### src/design/cdq_pkg.sv
package cdq_pkg;

   localparam int DEPTH  = 16;
   localparam int WIDTH  = 32;
   localparam int ADDR_W = $clog2(DEPTH);
   localparam int CNT_W  = $clog2(DEPTH + 1);

   localparam logic [CNT_W-1:0] CAP_RESET = CNT_W'(DEPTH);

   typedef enum logic [3:0] {
      FUNC_PUSH_FRONT = 4'd0,
      FUNC_POP_FRONT  = 4'd1,
      FUNC_PUSH_BACK  = 4'd2,
      FUNC_POP_BACK   = 4'd3,
      FUNC_READ_FRONT = 4'd4,
      FUNC_READ_BACK  = 4'd5,
      FUNC_READ_INDEX = 4'd6,
      FUNC_CLEAR      = 4'd7,
      FUNC_STATUS     = 4'd8
   } func_type;

   typedef enum logic [1:0] {
      ERR_OK        = 2'd0,
      ERR_OVERFLOW  = 2'd1,
      ERR_UNDERFLOW = 2'd2,
      ERR_RANGE     = 2'd3
   } err_type;

   typedef enum logic [1:0] {
      ST_IDLE,
      ST_EXEC,
      ST_RESP
   } state_type;

   typedef struct packed {
      logic [3:0]        func;
      logic [WIDTH-1:0]  value;
      logic [ADDR_W-1:0] position;
   } req_type;

   typedef struct packed {
      logic [WIDTH-1:0] read_data;
      logic [1:0]       error_code;
      logic [CNT_W-1:0] count;
      logic             is_empty;
      logic             is_full;
   } rsp_type;

   typedef struct packed {
      logic load_req;
      logic exec;
      logic load_cfg;
   } cmd_type;

endpackage

### src/design/cdq_ctrl.sv
module cdq_ctrl
   import cdq_pkg::*;
(
   input  logic    clock,
   input  logic    reset,
   input  logic    req_valid,
   output logic    req_ready,
   output logic    rsp_valid,
   input  logic    rsp_ready,
   input  logic    csr_valid,
   output logic    csr_ready,
   output cmd_type cmd
);

   state_type state_ff, state_in;

   always_ff @(posedge clock) begin
      if (reset) begin
         state_ff <= ST_IDLE;
      end else begin
         state_ff <= state_in;
      end
   end

   always_comb begin
      state_in     = state_ff;
      req_ready    = 1'b0;
      rsp_valid    = 1'b0;
      csr_ready    = 1'b0;
      cmd          = '0;
      unique case (state_ff)
         ST_IDLE: begin
            csr_ready = 1'b1;
            // configuration takes precedence over a new item
            if (csr_valid) begin
               cmd.load_cfg = 1'b1;
            end else begin
               req_ready = 1'b1;
               if (req_valid) begin
                  cmd.load_req = 1'b1;
                  state_in     = ST_EXEC;
               end
            end
         end
         ST_EXEC: begin
            cmd.exec = 1'b1;
            state_in = ST_RESP;
         end
         ST_RESP: begin
            rsp_valid = 1'b1;
            if (rsp_ready) begin
               state_in = ST_IDLE;
            end
         end
         default: begin
            state_in = ST_IDLE;
         end
      endcase
   end

endmodule

### src/design/cdq_datapath.sv
module cdq_datapath
   import cdq_pkg::*;
(
   input  logic             clock,
   input  logic             reset,
   input  cmd_type          cmd,
   input  req_type          req_data,
   input  logic [CNT_W-1:0] csr_data,
   output rsp_type          rsp_data
);

   logic [WIDTH-1:0]  mem [DEPTH];

   req_type           req_ff;
   logic [CNT_W-1:0]  cap_ff, cap_in;
   logic [ADDR_W-1:0] head_ff, head_in;
   logic [ADDR_W-1:0] tail_ff, tail_in;
   logic [CNT_W-1:0]  count_ff, count_in;
   logic [1:0]        err_ff, err_in;
   logic              sel_ff, sel_in;
   logic [WIDTH-1:0]  rd_data_ff;

   logic [CNT_W-1:0]  head_ext, tail_ext, pos_ext, idx_sum;
   logic [ADDR_W-1:0] head_inc, head_dec, tail_inc, tail_dec, idx;
   logic [ADDR_W-1:0] wr_addr, rd_addr;
   logic              wr_en, rd_en, full, empty;

   // clamp the written capacity into 1..DEPTH
   always_comb begin
      if (csr_data == '0) begin
         cap_in = CNT_W'(1);
      end else if (csr_data > CNT_W'(DEPTH)) begin
         cap_in = CNT_W'(DEPTH);
      end else begin
         cap_in = csr_data;
      end
   end

   always_comb begin
      head_ext = {1'b0, head_ff};
      tail_ext = {1'b0, tail_ff};
      pos_ext  = {1'b0, req_ff.position};
      head_inc = (head_ext + CNT_W'(1) >= cap_ff) ? '0 : head_ff + ADDR_W'(1);
      tail_inc = (tail_ext + CNT_W'(1) >= cap_ff) ? '0 : tail_ff + ADDR_W'(1);
      head_dec = (head_ff == '0) ? ADDR_W'(cap_ff - CNT_W'(1)) : head_ff - ADDR_W'(1);
      tail_dec = (tail_ff == '0) ? ADDR_W'(cap_ff - CNT_W'(1)) : tail_ff - ADDR_W'(1);
      idx_sum  = head_ext + pos_ext;
      idx      = (idx_sum >= cap_ff) ? ADDR_W'(idx_sum - cap_ff) : ADDR_W'(idx_sum);
      full     = (count_ff >= cap_ff);
      empty    = (count_ff == '0);

      head_in  = head_ff;
      tail_in  = tail_ff;
      count_in = count_ff;
      err_in   = ERR_OK;
      sel_in   = 1'b0;
      wr_en    = 1'b0;
      wr_addr  = tail_ff;
      rd_en    = 1'b0;
      rd_addr  = head_ff;

      unique case (func_type'(req_ff.func))
         FUNC_PUSH_FRONT: begin
            if (full) begin
               err_in = ERR_OVERFLOW;
            end else begin
               head_in  = head_dec;
               wr_en    = 1'b1;
               wr_addr  = head_dec;
               count_in = count_ff + CNT_W'(1);
            end
         end
         FUNC_POP_FRONT: begin
            if (empty) begin
               err_in = ERR_UNDERFLOW;
            end else begin
               rd_en    = 1'b1;
               rd_addr  = head_ff;
               sel_in   = 1'b1;
               head_in  = head_inc;
               count_in = count_ff - CNT_W'(1);
            end
         end
         FUNC_PUSH_BACK: begin
            if (full) begin
               err_in = ERR_OVERFLOW;
            end else begin
               wr_en    = 1'b1;
               wr_addr  = tail_ff;
               tail_in  = tail_inc;
               count_in = count_ff + CNT_W'(1);
            end
         end
         FUNC_POP_BACK: begin
            if (empty) begin
               err_in = ERR_UNDERFLOW;
            end else begin
               rd_en    = 1'b1;
               rd_addr  = tail_dec;
               sel_in   = 1'b1;
               tail_in  = tail_dec;
               count_in = count_ff - CNT_W'(1);
            end
         end
         FUNC_READ_FRONT: begin
            if (empty) begin
               err_in = ERR_UNDERFLOW;
            end else begin
               rd_en   = 1'b1;
               rd_addr = head_ff;
               sel_in  = 1'b1;
            end
         end
         FUNC_READ_BACK: begin
            if (empty) begin
               err_in = ERR_UNDERFLOW;
            end else begin
               rd_en   = 1'b1;
               rd_addr = tail_dec;
               sel_in  = 1'b1;
            end
         end
         FUNC_READ_INDEX: begin
            if (pos_ext >= count_ff) begin
               err_in = ERR_RANGE;
            end else begin
               rd_en   = 1'b1;
               rd_addr = idx;
               sel_in  = 1'b1;
            end
         end
         FUNC_CLEAR: begin
            head_in  = '0;
            tail_in  = '0;
            count_in = '0;
         end
         default: begin
            // status and unused codes: report only
         end
      endcase
   end

   always_ff @(posedge clock) begin
      if (reset) begin
         cap_ff   <= CAP_RESET;
         head_ff  <= '0;
         tail_ff  <= '0;
         count_ff <= '0;
         err_ff   <= ERR_OK;
         sel_ff   <= 1'b0;
      end else if (cmd.load_cfg) begin
         cap_ff   <= cap_in;
         head_ff  <= '0;
         tail_ff  <= '0;
         count_ff <= '0;
      end else if (cmd.exec) begin
         head_ff  <= head_in;
         tail_ff  <= tail_in;
         count_ff <= count_in;
         err_ff   <= err_in;
         sel_ff   <= sel_in;
      end
   end

   always_ff @(posedge clock) begin
      if (cmd.load_req) begin
         req_ff <= req_data;
      end
   end

   always_ff @(posedge clock) begin
      if (cmd.exec && wr_en) begin
         mem[wr_addr] <= req_ff.value;
      end
      if (cmd.exec && rd_en) begin
         rd_data_ff <= mem[rd_addr];
      end
   end

   always_comb begin
      rsp_data.read_data  = sel_ff ? rd_data_ff : '0;
      rsp_data.error_code = err_ff;
      rsp_data.count      = count_ff;
      rsp_data.is_empty   = (count_ff == '0);
      rsp_data.is_full    = (count_ff == cap_ff);
   end

endmodule

### src/design/circular_deque_core.sv
// Each accepted item passes the execute state, then the respond state, in which the
// result is held valid until rsp_ready takes it. One item is in flight at a time,
// set by the controller stepping each item through idle, execute and respond before
// it takes the next.
// Reset: empties the queue (pointers and count to zero) and sets capacity to 16;
// ring contents are not cleared. A capacity write also empties the queue.
module circular_deque_core
   import cdq_pkg::*;
(
   input  logic             clock,
   input  logic             reset,
   input  logic             req_valid,
   output logic             req_ready,
   input  req_type          req_data,
   output logic             rsp_valid,
   input  logic             rsp_ready,
   output rsp_type          rsp_data,
   input  logic             csr_valid,
   output logic             csr_ready,
   input  logic [CNT_W-1:0] csr_data
);

   cmd_type cmd;

   cdq_ctrl u_ctrl (
      .clock     (clock),
      .reset     (reset),
      .req_valid (req_valid),
      .req_ready (req_ready),
      .rsp_valid (rsp_valid),
      .rsp_ready (rsp_ready),
      .csr_valid (csr_valid),
      .csr_ready (csr_ready),
      .cmd       (cmd)
   );

   cdq_datapath u_datapath (
      .clock    (clock),
      .reset    (reset),
      .cmd      (cmd),
      .req_data (req_data),
      .csr_data (csr_data),
      .rsp_data (rsp_data)
   );

endmodule

### config.mk
export PLATFORM = sky130hd
export DESIGN_NAME = circular_deque_core
export DESIGN_NICKNAME = d
export VERILOG_FILES = /design/src/design/cdq_pkg.sv /design/src/design/cdq_ctrl.sv /design/src/design/cdq_datapath.sv /design/src/design/circular_deque_core.sv
export SDC_FILE = /design/constraint.sdc
export NUM_CORES = 1
export LEC_CHECK = 0
export BUFFER_PORTS_ARGS = -buffer_cell sky130_fd_sc_hd__buf_2
export CAP_MARGIN = 20
export CORE_MARGIN = 1.5
export CORE_UTILIZATION = 36
export DETAILED_ROUTE_END_ITERATION = 10
export PLACE_DENSITY = 0.55
export SETUP_SLACK_MARGIN = 0.4
export SKIP_CTS_REPAIR_TIMING = 1
export SYNTH_ARGS = -nofsm -noshare
export SYNTH_HDL_FRONTEND = slang
export SYNTH_HIERARCHICAL = 1
export SYNTH_SLANG_ARGS = --single-unit
export TNS_END_PERCENT = 100
### constraint.sdc
create_clock -name clock -period 4.5 [get_ports clock]
set_input_delay 0.9 -clock clock [delete_from_list [all_inputs] [get_ports clock]]
set_output_delay 0.9 -clock clock [all_outputs]
set_load 0.02 [all_outputs]
==> results of run 1 <==
cells in the final DEF (no fill, tap or decap), types with 13 or more instances in the layout:
master	n
edfxtp_1	584
mux2i_1	232
a22oi_1	94
buf_2	93
nand2_1	93
clkbuf_16	72
and2_1	37
a32oi_1	36
nor2_1	35
ha_1	35
inv_1	34
and4_1	32
buf_12	27
a21oi_1	24
buf_4	21
dfxtp_1	21
o21ai_0	16
nor2_4	16
a21o_1	15
clkinv_1	14
clkbuf_1	13
path summary, 6_finish.rpt:
| check | from | to | slack, ns | depth (start not counted) |
|---|---|---|---|---|
| setup / recovery | u_datapath/pos_ext[0]$_DFFE_PP_ | u_datapath/rd_data_ff[18]$_DFFE_PP_ | 0.53 | 14 |
| hold / removal | req_data[15] | u_datapath/req_ff[15]$_DFFE_PP_ | 0.45 | 1 |
| setup reg to reg | u_datapath/pos_ext[0]$_DFFE_PP_ | u_datapath/rd_data_ff[18]$_DFFE_PP_ | 0.53 | 14 |
| hold reg to reg | u_datapath/err_ff[0]$_SDFFE_PP0P_ | u_datapath/err_ff[0]$_SDFFE_PP0P_ | 0.52 | 2 |
cell type report:
class,count,area (um2)
Clock inverter,38,357
Inverter,34,128
Clock buffer,83,1790
Multi-Input combinational cell,801,6430
Tap cell,873,1090
Fill cell,5901,38500
Sequential cell,607,18000
Timing Repair Buffer,148,1300
sequential cells by signal (all words and copies together) (netlist names):
register / flops
u_ctrl/state_ff: 2
u_datapath/tail_ff: 4
u_datapath/sel_ff: 1
u_datapath/req_ff: 36
u_datapath/rd_data_ff: 32
u_datapath/head_ff: 4
u_datapath/pos_ext: 4
u_datapath/err_ff: 2
u_datapath/cap_ff: 5
u_datapath/count_ff: 5
u_datapath/mem: 512
cell usage after synthesis (23+ instances only):
cell,number,area [um2]
buf_2,47,235
a32oi_1,36,315
dfxtp_1,23,460
inv_1,34,128
nor2_1,51,191
clkbuf_1,24,90.1
nand2_1,94,353
a21oi_1,27,135
and4_1,32,280
edfxtp_1,584,17500
mux2i_1,232,2320
ha_1,36,450
and2_1,42,263
a22oi_1,94,706
worst max-delay path, cell delays in order (launching register included):
cell and delay (ns):
edfxtp_1 0.40, ha_1 0.23, fa_1 0.41, xor2_1 0.18, ha_1 0.36, nand2_1 0.10
o21ai_1 0.27, a211oi_1 0.14, a211o_1 0.39, nand2_4 0.22, buf_12 0.24, buf_4 0.24
mux2i_1 0.26, a22oi_1 0.12, and4_1 0.17
layer usage:
metal	track usage, %	wire, um	vias up
met5	0	0	-
met4	4.85	952	0
met3	3.09	3170	59
met2	29.4	30500	332
met1	23.3	27900	6976
li1	-	-	6258
power groups by stage:
stage               Combinational [W]  Sequential (W)  Clock [W]
finish                       0.000282         0.00627    0.00532
global route                 0.000310         0.00627    0.00569
global placement             0.000266         0.00638          0
floorplan                    0.000176         0.00635          0
detailed placement           0.000270         0.00639          0
CTS                          0.000271         0.00627    0.00545
cell families (layout without fill, tap and decap cells):
family / count (synthesis) / in the layout / share of synthesized area, %
AO/OA/AOI/OAI: 237 / 237 / 7.14
XOR/XNOR: 14 / 14 / 0.496
adder cells (fa/ha/maj): 39 / 39 / 2.06
buffers and inverters: 112 / 303 / 2.08
flip-flops: 607 / 607 / 72.7
multiplexers: 236 / 236 / 9.57
AND/OR/NAND/NOR: 274 / 275 / 5.91
stage by stage:
stage / hold WS [ns] / util (%) / total power (W)
3_3_place_gp: 0.488 / 39.6 / 0.00665
5_1_grt: 0.435 / 43.0 / 0.0123
6_report: 0.454 / 43.0 / 0.0119
3_5_place_dp: 0.510 / 39.6 / 0.00666
2_1_floorplan: 0.470 / - / 0.00653
4_1_cts: 0.424 / 42.8 / 0.0120
==> results.ini, run 1 <==
[synth]
synthArstFlopShare_pct = 0
seq_area_frac_synth_pct = 72.7
synth_edf_count = 584
synth_cell_types = 62
synth_area_um2 = 24700
synth_ff_type = edfxtp_1
synth-warning-count = 6
syn_area_per_cell_um2 = 16.3
synth_cells = 1519
ys_seq_elements = 607
syn_nets = 1608

[placement]
port_buffers = 93
post-place-ws_ns = 0.283
dp_cells = 2453
dp_hpwl_mm = 32.4
place.gp.congestion = 0.790
placed_cell_area_um2 = 26800

[route]
dr_total_vias = 13600
wl_per_cell_um = 24.2
drt-initial-drc-count = 1062
dr.pass1.iters = 5
ant_nets = 0
drc = 0
drt-total-wl_mm = 62.5
vias_per_cell = 5.27

[timing]
final.min_clock_period_ns = 3.97
rsz0062_at_grt = yes
relSlewSlack_pct = 41.3
fin_crit_sh_pct = 88.2
tightest_slew_ns = 0.875
final_hold_viol_count = 0
tns_ns = 0
final-setup-viol-count = 0
max_freq_mhz = 252
clock_skew_ns = 0.0266
final_max_slew_viol_count = 0
timing.final.ws_setup_ns = 0.530

[clocking]
clock_sinks = 607
cts_root_buffer = clkbuf_16
clk_latency_ns = 0.62
clk_pin_slew_ns = 0.06
cts_buffers = 68
cts_tree = done
htreeDepth = 3
clk_path_buf_depth = 3

[cells_and_area]
drive_gt1_share_pct = 17.1
fin_area_um2 = 29100
antennaDiodeCount = 0
syn2layout_area_growth_pct = 17.6
nets = 1749
stdcell_count = 2584

[global_route]
grt_overflow = 0
grt_max_degree = 55
grt_pass1_vias = 13800
grt_usage_pct = 17.5
antenna_found_initial = 0
grt_pass1_wl_mm = 90.2

[floorplanning]
fp-row-count = 95
start_util_pct = 36.6
die_w_um = 265
core_um2 = 67600
die-area_um2 = 70300
die_h_um = 265
io_pins = 94

[power]
powerDensity_nw_per_um2 = 408
pwr-share-comb_pct = 2.4
seqPwrFrac_pct = 52.8
clock_power_share_pct = 44.8
internal_power_w = 0.00940
ir_drop_v = 0.000226
switching_share_pct = 20.8
power.leakage_nw = 9.34
p_switching_w = 0.00247

[job]
drv_cap = 0

[critical_path]
crit_type = flip-flop to flip-flop
cp_max_fo = 20
crit_arrival_ns = 4.34
cp-start-kind = flip-flop
required_ns = 4.87
cp-end-kind = flip-flop

[hold_path]
hp-class = input pin to flip-flop

[outcome]
status = completed

(Power assumes the default switching activity.)
==> run 2, diff against run 1 <==
- PLACE_DENSITY: 0.55 -> 0.53
- clock period: 4.5 -> 5.1 ns (I/O delays scaled with it)
==> run 2 against run 1 <==
Compared with the run above:
- die area unchanged
- worst setup slack improved by 0.31 ns
- clock power decreased by 12%
==> results.ini, run 2 (synthesis gave the netlist of run 1 again) <==
[power]
pwr-share-comb_pct = 2.3  ; about the same
clock_power_share_pct = 44.8  ; about the same
internal_power_w = 0.00836  ; -11%
ir_drop_v = 0.000230  ; +2.0%
switching_share_pct = 20.0  ; -0.81 points
seqPwrFrac_pct = 52.9  ; about the same
powerDensity_nw_per_um2 = 364  ; -11%
power.leakage_nw = 9.17  ; -1.8%
p_switching_w = 0.00209  ; -15%

[cells_and_area]
syn2layout_area_growth_pct = 16.0
ff_latch_area_um2 = 18000  ; about the same
reg_top3 = u_datapath/mem (512), u_datapath/req_ff (36), u_datapath/rd_data_ff (32)
nets = 1735  ; -0.80%
antennaDiodeCount = 0  ; unchanged
fin_util_pct = 42.4  ; -0.60 points
multi_input_area_um2 = 6400  ; -0.43%
fin_area_um2 = 28700  ; -1.4%
fill_cells = 5956  ; +0.93%
final_cell_mix = edfxtp_1, mux2i_1, a22oi_1
drive_gt1_share_pct = 16.0  ; -1.1 points
final_common_cell = edfxtp_1
regMostFlops = u_datapath/mem
largest_register_ff_count = 512  ; unchanged

[global_route]
grt_pass1_wl_mm = 92.1  ; +2.1%
grt_usage_pct = 17.8  ; +0.31 points
grt_pass1_vias = 14000  ; +0.93%
antenna_found_initial = 1  ; +1
grt_max_degree = 57  ; +3.6%
grt_overflow = 0  ; unchanged

[placement]
post-place-ws_ns = 0.701  ; +0.418 ns
port_buffers = 93  ; unchanged
place.gp.congestion = 0.836  ; +5.8%
placed_cell_area_um2 = 26600  ; -0.69%
dp_hpwl_mm = 34.7  ; +7.2%

[timing]
final_max_slew_viol_count = 0  ; unchanged
tightest_slew_ns = 0.961  ; +0.0861 ns
relSlewSlack_pct = 35.8  ; -5.5 points
timing.final.ws_setup_ns = 0.839  ; +0.309 ns
rsz0062_at_grt = no
max_freq_mhz = 235  ; -6.8%
tns_ns = 0  ; unchanged
clock_skew_ns = 0.0326  ; +0.00602 ns
fin_crit_sh_pct = 83.6  ; -4.7 points
final.min_clock_period_ns = 4.26  ; +0.291 ns
final_hold_viol_count = 0  ; unchanged
final-setup-viol-count = 0  ; unchanged

[critical_path]
cp-end-kind = flip-flop
cp-start-kind = flip-flop
cp_max_fo = 15  ; -25%
required_ns = 5.45  ; +0.58 ns
crit_arrival_ns = 4.61  ; +0.27 ns
crit_type = flip-flop to flip-flop
r2r_setup_slack_ns = 0.84  ; +0.31 ns

[hold_path]
hp-class = flip-flop to flip-flop

[route]
drt-initial-drc-count = 1040  ; -2.1%
dr.pass1.iters = 5  ; unchanged
wl_per_cell_um = 24.2  ; about the same
drc = 0  ; unchanged
ant_nets = 0  ; unchanged
drt-total-wl_mm = 62.0  ; -0.77%
vias_per_cell = 5.32  ; +0.87%
dr_total_vias = 13600  ; +0.12%

[floorplanning]
core_um2 = 67600  ; unchanged
start_util_pct = 36.6  ; unchanged
die-area_um2 = 70300  ; unchanged
io_pins = 94  ; unchanged
die_w_um = 265  ; unchanged
die_h_um = 265  ; unchanged
fp-row-count = 95  ; unchanged

[clocking]
clk_latency_ns = 0.61  ; about the same
htreeDepth = 3  ; unchanged
clock_sinks = 607  ; unchanged
cts_buffers = 67  ; -1.5%
clk_pin_slew_ns = 0.06  ; about the same
cts_tree = done
cts_root_buffer = clkbuf_16
clk_path_buf_depth = 3  ; unchanged

[job]
drv_cap = 0  ; unchanged

[outcome]
status = completed

[run 2: cell types whose count changed in the layout (fill, tap and decap cells not counted), sizes merged]
| cell | change |
|---|---|
| bufinv | +3 |
| buf | -9 |
| inv | -2 |
| clkinvlp | -1 |
| clkinv | -5 |
| clkbuf | -4 |
| nand2 | -1 |
[run 2: layer usage]
metal,routed length (um),GRT usage (%),up-vias
met5,0,0,-
met4,1170,4.42,0
met3,3210,3.41,83
met2,29700,29.3,355
met1,27900,24.3,6989
li1,-,-,6215
[run 2: worst paths after layout]
path	start	endpoint	depth (start not counted)
max	u_datapath/head_ff[0]$_SDFFE_PP0P_	u_datapath/rd_data_ff[10]$_DFFE_PP_	13
min	u_datapath/cap_ff[4]$_SDFFE_PP1P_	u_datapath/cap_ff[4]$_SDFFE_PP1P_	2
max reg2reg	u_datapath/head_ff[0]$_SDFFE_PP0P_	u_datapath/rd_data_ff[10]$_DFFE_PP_	13
min reg2reg	u_datapath/cap_ff[4]$_SDFFE_PP1P_	u_datapath/cap_ff[4]$_SDFFE_PP1P_	2
[run 2: final cells by class]
cell class	count	area share, %
well taps	873	3.81
flip-flops and latches	607	62.7
clock inverters	33	1.19
inverters	34	0.445
multi-input cells	800	22.3
repair buffers	136	3.40
clock buffers	82	6.11
[run 2: power groups by stage]
stage               Clock (W)  Sequential, W  Combinational (W)
global placement            0        0.00563           0.000236
detailed placement          0        0.00564           0.000239
floorplan                   0        0.00561           0.000155
global route          0.00499        0.00554           0.000261
finish                0.00468        0.00553           0.000238
CTS                   0.00479        0.00553           0.000240
[run 2: metrics by stage]
stage               std cells  hold slack [ns]  total power [W]
global placement         2450            0.486          0.00587
CTS                      2565            0.502           0.0106
floorplan                1519            0.470          0.00576
detailed placement       2450            0.489          0.00587
global route             2565            0.552           0.0108
finish                   2565            0.501           0.0104
[run 2: worst max-delay path: stages, from the launching register on]
cell,delay (ns)
dfxtp_1,0.41
ha_1,0.28
fa_1,0.41
xor2_1,0.18
ha_1,0.33
a21oi_1,0.21
o21ai_0,0.21
a21oi_2,0.31
mux2_2,0.40
a211oi_2,0.24
and2_4,0.32
buf_4,0.35
a22oi_1,0.15
and4_1,0.19
